**src/rtl/gche_pkg.sv**
```systemverilog
// Package for the grid cell hash enumerator.
// Holds the transaction structs, sequencer states, register indexes and hash constants.
// No dependencies.
package gche_pkg;

  typedef struct packed {
    logic signed [31:0] rect_x;
    logic signed [31:0] rect_y;
    logic [30:0]        rect_width;
    logic [30:0]        rect_height;
  } gche_in_t;

  typedef struct packed {
    logic [31:0]        cell_hash;
    logic signed [31:0] cell_x;
    logic signed [31:0] cell_y;
    logic               last_cell;
    logic               span_clipped;
  } gche_out_t;

  typedef enum logic [2:0] {
    ST_IDLE,
    ST_RANGE,
    ST_HASH_X,
    ST_MIX_X,
    ST_HASH_Y,
    ST_MIX_Y,
    ST_EMIT
  } gche_state_t;

  localparam logic [1:0] REG_CELL_SIZE_LOG2   = 2'd0;
  localparam logic [1:0] REG_FNV_OFFSET_BASIS = 2'd1;
  localparam logic [1:0] REG_FNV_PRIME        = 2'd2;

  localparam logic [4:0]  CELL_SIZE_LOG2_RST   = 5'd5;
  localparam logic [31:0] FNV_OFFSET_BASIS_RST = 32'd2166136261;
  localparam logic [31:0] FNV_PRIME_RST        = 32'd16777619;

  localparam logic [31:0] GOLDEN    = 32'h9E3779B9;
  localparam logic [7:0]  BYTE_MASK = 8'hFF;

endpackage

```
**src/rtl/grid_cell_hash_enumerator_core.sv**
```systemverilog
// Top level of the grid cell hash enumerator: range setup, cell walk and hash sequencer.
// Depends on gche_pkg for transaction structs, states and constants.
//
// The block takes one rectangle transaction, finds the covered grid cells on each axis
// (at most MAX_SPAN per axis) and returns one hash transaction per cell, x outer and
// y inner, the final one marked by last_cell. The input stalls for the whole rectangle.
// Range setup passes the four bounds through one shared truncating shift unit. For each
// cell the single 32x32 multiplier then runs the four FNV byte steps of each coordinate
// word, ST_MIX_X and ST_MIX_Y apply the seed mixes and ST_EMIT loads the output register.
// The next rectangle is taken while the last result still waits.
module grid_cell_hash_enumerator_core
  import gche_pkg::*;
#(
  parameter int MAX_SPAN  = 8,
  parameter int FRAC_BITS = 8
) (
  input  logic        clk,
  input  logic        rst_n,
  input  logic        cfg_we,
  input  logic [1:0]  cfg_index,
  input  logic [31:0] cfg_data,
  input  logic        in_valid,
  output logic        in_stall,
  input  gche_in_t    in_data,
  output logic        out_valid,
  input  logic        out_stall,
  output gche_out_t   out_data
);

  localparam int SHW  = $clog2(31 + FRAC_BITS + 1);
  localparam int IDXW = (MAX_SPAN > 1) ? $clog2(MAX_SPAN) : 1;

  gche_state_t state_r, state_nxt;

  logic [4:0]  cell_size_log2_r;
  logic [31:0] fnv_offset_basis_r;
  logic [31:0] fnv_prime_r;

  gche_in_t    rect_r, rect_nxt;
  logic [1:0]  step_r, step_nxt;
  logic [32:0] lo_r, lo_nxt;
  logic [31:0] first_y_r, first_y_nxt;
  logic [IDXW-1:0] last_x_r, last_x_nxt;
  logic [IDXW-1:0] last_y_r, last_y_nxt;
  logic [IDXW-1:0] i_r, i_nxt;
  logic [IDXW-1:0] j_r, j_nxt;
  logic        clip_r, clip_nxt;
  logic [31:0] cx_r, cx_nxt;
  logic [31:0] cy_r, cy_nxt;
  logic [31:0] h_r, h_nxt;
  logic [31:0] seed_r, seed_nxt;
  logic        out_valid_r, out_valid_nxt;
  gche_out_t   out_data_r, out_data_nxt;

  logic        in_fire;
  logic        out_free;
  logic        cell_last;
  logic [SHW-1:0] shamt;
  logic [32:0] rng_v;
  logic [32:0] rng_mag;
  logic [32:0] rng_shift;
  logic [32:0] rng_res;
  logic [33:0] rng_diff;
  logic        rng_clip;
  logic [IDXW-1:0] rng_last;
  logic [31:0] hash_word;
  logic [7:0]  hash_byte;
  logic [31:0] mul_a;
  logic [31:0] mul_p;
  logic [31:0] mix_out;

  assign in_stall  = (state_r != ST_IDLE);
  assign in_fire   = in_valid && !in_stall;
  assign out_valid = out_valid_r;
  assign out_data  = out_data_r;
  assign out_free  = !out_valid_r || !out_stall;
  assign cell_last = (i_r == last_x_r) && (j_r == last_y_r);

  // Shared truncating shift unit for the four range bounds.
  always_comb begin
    shamt = SHW'(cell_size_log2_r) + SHW'(FRAC_BITS);
    case (step_r)
      2'd0:    rng_v = {rect_r.rect_x[31], rect_r.rect_x};
      2'd1:    rng_v = {rect_r.rect_x[31], rect_r.rect_x} + {2'b00, rect_r.rect_width};
      2'd2:    rng_v = {rect_r.rect_y[31], rect_r.rect_y};
      default: rng_v = {rect_r.rect_y[31], rect_r.rect_y} + {2'b00, rect_r.rect_height};
    endcase
    rng_mag   = rng_v[32] ? (~rng_v + 33'd1) : rng_v;
    rng_shift = rng_mag >> shamt;
    rng_res   = rng_v[32] ? (~rng_shift + 33'd1) : rng_shift;
    rng_diff  = {rng_res[32], rng_res} - {lo_r[32], lo_r};
    rng_clip  = (rng_diff >= 34'(MAX_SPAN));
    rng_last  = rng_clip ? IDXW'(MAX_SPAN - 1) : rng_diff[IDXW-1:0];
  end

  // Shared FNV multiply step and seed mix.
  always_comb begin
    hash_word = (state_r == ST_HASH_Y) ? cy_r : cx_r;
    hash_byte = hash_word[8*step_r +: 8] & BYTE_MASK;
    mul_a     = h_r ^ {24'd0, hash_byte};
    mul_p     = mul_a * fnv_prime_r;
    mix_out   = seed_r ^ (h_r + GOLDEN + (seed_r << 6) + (seed_r >> 2));
  end

  always_comb begin
    state_nxt = state_r;
    case (state_r)
      ST_IDLE:   if (in_fire) state_nxt = ST_RANGE;
      ST_RANGE:  if (step_r == 2'd3) state_nxt = ST_HASH_X;
      ST_HASH_X: if (step_r == 2'd3) state_nxt = ST_MIX_X;
      ST_MIX_X:  state_nxt = ST_HASH_Y;
      ST_HASH_Y: if (step_r == 2'd3) state_nxt = ST_MIX_Y;
      ST_MIX_Y:  state_nxt = ST_EMIT;
      ST_EMIT:   if (out_free) state_nxt = cell_last ? ST_IDLE : ST_HASH_X;
      default:   state_nxt = ST_IDLE;
    endcase
  end

  always_comb begin
    rect_nxt      = rect_r;
    step_nxt      = step_r;
    lo_nxt        = lo_r;
    first_y_nxt   = first_y_r;
    last_x_nxt    = last_x_r;
    last_y_nxt    = last_y_r;
    i_nxt         = i_r;
    j_nxt         = j_r;
    clip_nxt      = clip_r;
    cx_nxt        = cx_r;
    cy_nxt        = cy_r;
    h_nxt         = h_r;
    seed_nxt      = seed_r;
    out_valid_nxt = out_valid_r && out_stall;
    out_data_nxt  = out_data_r;
    case (state_r)
      ST_IDLE: begin
        if (in_fire) begin
          rect_nxt = in_data;
          step_nxt = 2'd0;
          clip_nxt = 1'b0;
        end
      end
      ST_RANGE: begin
        step_nxt = step_r + 2'd1;
        case (step_r)
          2'd0: begin
            lo_nxt = rng_res;
            cx_nxt = rng_res[31:0];
          end
          2'd1: begin
            last_x_nxt = rng_last;
            clip_nxt   = clip_r | rng_clip;
          end
          2'd2: begin
            lo_nxt      = rng_res;
            first_y_nxt = rng_res[31:0];
            cy_nxt      = rng_res[31:0];
          end
          default: begin
            last_y_nxt = rng_last;
            clip_nxt   = clip_r | rng_clip;
            i_nxt      = '0;
            j_nxt      = '0;
            h_nxt      = fnv_offset_basis_r;
            seed_nxt   = fnv_offset_basis_r;
          end
        endcase
      end
      ST_HASH_X, ST_HASH_Y: begin
        h_nxt    = mul_p;
        step_nxt = step_r + 2'd1;
      end
      ST_MIX_X: begin
        seed_nxt = mix_out;
        h_nxt    = fnv_offset_basis_r;
      end
      ST_MIX_Y: begin
        seed_nxt = mix_out;
      end
      ST_EMIT: begin
        if (out_free) begin
          out_valid_nxt             = 1'b1;
          out_data_nxt.cell_hash    = seed_r;
          out_data_nxt.cell_x       = cx_r;
          out_data_nxt.cell_y       = cy_r;
          out_data_nxt.last_cell    = cell_last;
          out_data_nxt.span_clipped = clip_r;
          h_nxt                     = fnv_offset_basis_r;
          seed_nxt                  = fnv_offset_basis_r;
          step_nxt                  = 2'd0;
          if (j_r == last_y_r) begin
            j_nxt  = '0;
            i_nxt  = i_r + IDXW'(1);
            cx_nxt = cx_r + 32'd1;
            cy_nxt = first_y_r;
          end else begin
            j_nxt  = j_r + IDXW'(1);
            cy_nxt = cy_r + 32'd1;
          end
        end
      end
      default: begin
      end
    endcase
  end

  always_ff @(posedge clk) begin
    if (!rst_n) begin
      state_r            <= ST_IDLE;
      out_valid_r        <= 1'b0;
      cell_size_log2_r   <= CELL_SIZE_LOG2_RST;
      fnv_offset_basis_r <= FNV_OFFSET_BASIS_RST;
      fnv_prime_r        <= FNV_PRIME_RST;
    end else begin
      state_r     <= state_nxt;
      out_valid_r <= out_valid_nxt;
      if (cfg_we) begin
        case (cfg_index)
          REG_CELL_SIZE_LOG2:   cell_size_log2_r   <= cfg_data[4:0];
          REG_FNV_OFFSET_BASIS: fnv_offset_basis_r <= cfg_data;
          REG_FNV_PRIME:        fnv_prime_r        <= cfg_data;
          default: begin
          end
        endcase
      end
    end
  end

  always_ff @(posedge clk) begin
    rect_r     <= rect_nxt;
    step_r     <= step_nxt;
    lo_r       <= lo_nxt;
    first_y_r  <= first_y_nxt;
    last_x_r   <= last_x_nxt;
    last_y_r   <= last_y_nxt;
    i_r        <= i_nxt;
    j_r        <= j_nxt;
    clip_r     <= clip_nxt;
    cx_r       <= cx_nxt;
    cy_r       <= cy_nxt;
    h_r        <= h_nxt;
    seed_r     <= seed_nxt;
    out_data_r <= out_data_nxt;
  end

  a_accept_starts_range: assert property (@(posedge clk) disable iff (!rst_n)
    in_fire |=> state_r == ST_RANGE)
    else $error("accepted rectangle did not start range setup");

  a_last_returns_idle: assert property (@(posedge clk) disable iff (!rst_n)
    (state_r == ST_EMIT && out_free && cell_last) |=> state_r == ST_IDLE)
    else $error("sequencer did not return to idle after the last cell");

  a_last_flag_matches: assert property (@(posedge clk) disable iff (!rst_n)
    (state_r == ST_EMIT && out_free) |=> out_valid_r && (out_data_r.last_cell == (state_r == ST_IDLE)))
    else $error("last_cell flag disagrees with the cell walk");

  a_walk_in_range: assert property (@(posedge clk) disable iff (!rst_n)
    (state_r == ST_HASH_X || state_r == ST_HASH_Y || state_r == ST_EMIT)
      |-> (i_r <= last_x_r) && (j_r <= last_y_r))
    else $error("cell walk index beyond the clipped span");

endmodule
```
**config.mk**
```make
export PLATFORM = sky130hd
export DESIGN_NAME = grid_cell_hash_enumerator_core
export DESIGN_NICKNAME = d
export VERILOG_FILES = /design/src/rtl/gche_pkg.sv /design/src/rtl/grid_cell_hash_enumerator_core.sv
export SDC_FILE = /design/constraint.sdc
export NUM_CORES = 2
export LEC_CHECK = 0
export ABC_AREA = 1
export CORE_MARGIN = 5
export CORE_UTILIZATION = 25
export DETAILED_ROUTE_END_ITERATION = 8
export DONT_BUFFER_PORTS = 1
export GPL_TIMING_DRIVEN = 0
export SETUP_SLACK_MARGIN = 0.3
export SYNTH_ARGS = -nofsm -noshare
export SYNTH_HDL_FRONTEND = slang
export SYNTH_SLANG_ARGS = --single-unit
```
**constraint.sdc**
```tcl
create_clock -name clk -period 14.4 [get_ports clk]
set_input_delay 2.88 -clock clk [delete_from_list [all_inputs] [get_ports clk]]
set_output_delay 2.88 -clock clk [all_outputs]
set_load 0.05 [all_outputs]
```
==> flow_metrics.tcl <==
set metrics [dict create \
    outcome "finished clean" \
    die_h_um 448 \
    clk_pin_slew_ns 0.06 \
    worstPathArrival_ns 11.63 \
    r2r_slack_ns 3.34 \
    yosys.area.top_type "edfxtp_1" \
    coreArea_um2 191000 \
    initial_core_util_pct 25.2 \
    clockBufferDepth 3 \
    cts_setup_buffers 0 \
    cts.sinks 505 \
    grt_max_degree 37 \
    drive_gt1_share_pct 4.98 \
    max_cap_violations 0 \
    dieArea_um2 201000 \
    clock-root-buffer "clkbuf_16" \
    rsz0062_at_grt "false" \
    tns_ns 0 \
    r2r-start "state_r[2]" \
    fin_ws_ns 3.34 \
    min-delay-start "fnv_offset_basis_r[3]" \
    dp_slack_ns 3.40 \
    synth_nets 6801 \
    synth_top_area_share_pct 27.0 \
    via_per_inst 4.73 \
    skew_ns 0.0215 \
    cts_resized 0 \
    relSlewSlack_pct 16.5 \
    routed_wl_um 172000 \
    overflow 0 \
    cp-end-kind "flip-flop" \
    synth_edf_count 432 \
    ys_async_sr_fraction_pct 0 \
    post-route-util_pct 28.2 \
    setup_viol 0 \
    io_pins 265 \
    synth.area.top_cells "edfxtp_1 27%, fa_1 18%, nand2_1 12%, inv_1 8.7%, ha_1 7.6%" \
    cts_tree "done" \
    syn_to_final_growth_pct 11.9 \
    cts_made_buffers 58 \
    ys_ff_latch 505 \
    worst_setup_path_start_kind "flip-flop" \
    dr_total_vias 40599 \
    critPathKind "reg -> reg" \
    hold_buffers 0 \
    dp.final_hpwl_um 142000 \
    die_w_um 448 \
    final_common_cell "nand2_1" \
    worstPathMaxFanout 10 \
    grt_pass1_wl_um 256000 \
    most-common-layout-cells "1,550 x nand2_1, 1,107 x inv_1, 436 x fa_1, 432 x edfxtp_1, 394 x nand3_1" \
    fin_crit_sh_pct 76.8 \
    clk_latency_ns 0.70 \
    post_synth_instance_area_um2 48000 \
    synthCells 5907 \
    finalMaxSlewViolations 0 \
    fp-row-count 160 \
    fmax_mhz 90.4 \
    crit_path_start "state_r[2]" \
    slowest_stage "clkbuf_1" \
    drtIter0Drc 3529 \
    layout.nets 6874 \
    cp_common_cell "nand2_1" \
    final_hold_viol_count 0 \
    numPortBuffers 0 \
    wl_per_cell_um 20.0 \
    cts.htree.levels 2 \
    place_congestion 0.985 \
    max_stage_delay_ns 0.63 \
    worst_pin_slew_ns 1.24 \
    hold_ws_ns 0.471 \
    ys.flop_type "edfxtp_1" \
    synth.avg_cell_area_um2 8.12 \
    antenna_found_initial 25 \
    drc 0 \
    grt_pass1_vias 40602 \
    grt_usage_pct 16.8 \
    ys_types 61 \
    yosys_warnings 0 \
    yosysSeqAreaShare_pct 30.1 \
    critical_path_required_ns 14.97 \
    period_needed_ns 11.06 \
    first_pass_iters 6 \
    hold_path_class "reg -> reg" \
    ant_nets 0 \
]
final cells by class:
| class | count | area (um^2) |
|---|---|---|
| sequential | 505 | 14400 |
| timing repair buffer | 13 | 280 |
| clock inverter | 40 | 532 |
| clock buffer | 70 | 1530 |
| fill | 20472 | 137000 |
| antenna | 51 | 128 |
| tap | 2511 | 3140 |
| multi-input combinational | 4068 | 28600 |
| inverter | 1138 | 4270 |
| buffer | 196 | 805 |
cell usage after synthesis, drive strengths merged, types with 16 or more instances:
cell type	number
a221oi	24
xor2	134
or2	16
nand3b	19
nand2	1598
dfxtp	73
xnor2	92
a22oi	23
a21oi	197
nor3	38
clkbuf	139
edfxtp	432
nand4	65
fa	436
buf	57
o21ai	221
nor2	378
inv	1129
o211ai	25
ha	293
nand3	412
critical path, delay by kind of cell, from the launching register on:
kind                     cells  cell delay (ns)
AO/OA/AOI/OAI                7             1.18
AND/OR/NAND/NOR             21             2.66
buffers and inverters       10             2.17
flip-flops                   1             0.43
adder cells (fa/ha/maj)      9             4.14
XOR/XNOR                     1             0.28
routing by layer:
metal  global-route usage [%]  wire [um]  vias up
met5                        0         18        -
met4                     8.47       9610        2
met3                     2.92      12200      316
met2                     27.5      79000     1661
met1                     21.3      70800    19794
li1                         -          -    18826
path summary, 6_finish.rpt:
| path | to | depth (start not counted) |
|---|---|---|
| worst min register to register | fnv_offset_basis_r[3] | 2 |
| worst max register to register | h_r[31] | 48 |
| worst max-delay path | h_r[31] | 48 |
| worst min-delay path | fnv_offset_basis_r[3] | 2 |
flip-flops by register name, indices dropped and copies added, names as in the netlist:
signal / flops
fnv_offset_basis_r: 32
clip_r: 1
last_y_r: 3
i_r: 3
fnv_prime_r: 32
rect_r: 126
cell_size_log2_r: 5
h_r: 32
state_r: 3
step_r: 2
last_x_r: 3
cx_r: 32
j_r: 3
cy_r: 32
out_valid: 1
seed_r: 32
first_y_r: 32
out_data: 98
lo_r: 33
cell families after synthesis:
logic type / count (synthesis) / synth area share [%]
AOI/OAI and AO/OA: 560 / 6.79
xor gates and xnor gates: 226 / 4.14
adders and majority gates: 729 / 25.8
buffers and inverters: 1334 / 10.6
DFF: 505 / 30.1
and+or+nand+nor: 2553 / 22.6
stage by stage:
stage,cells,instance area (um^2)
after floorplan,5907,48000
after global placement,8418,51100
after detailed placement,8431,51500
after CTS,8541,53600
after global routing,8589,53700
final,8592,53700
Power is left out: the tool's default activity adds up to more than one toggle a clock period on the data nets, which glitch-free logic cannot reach.
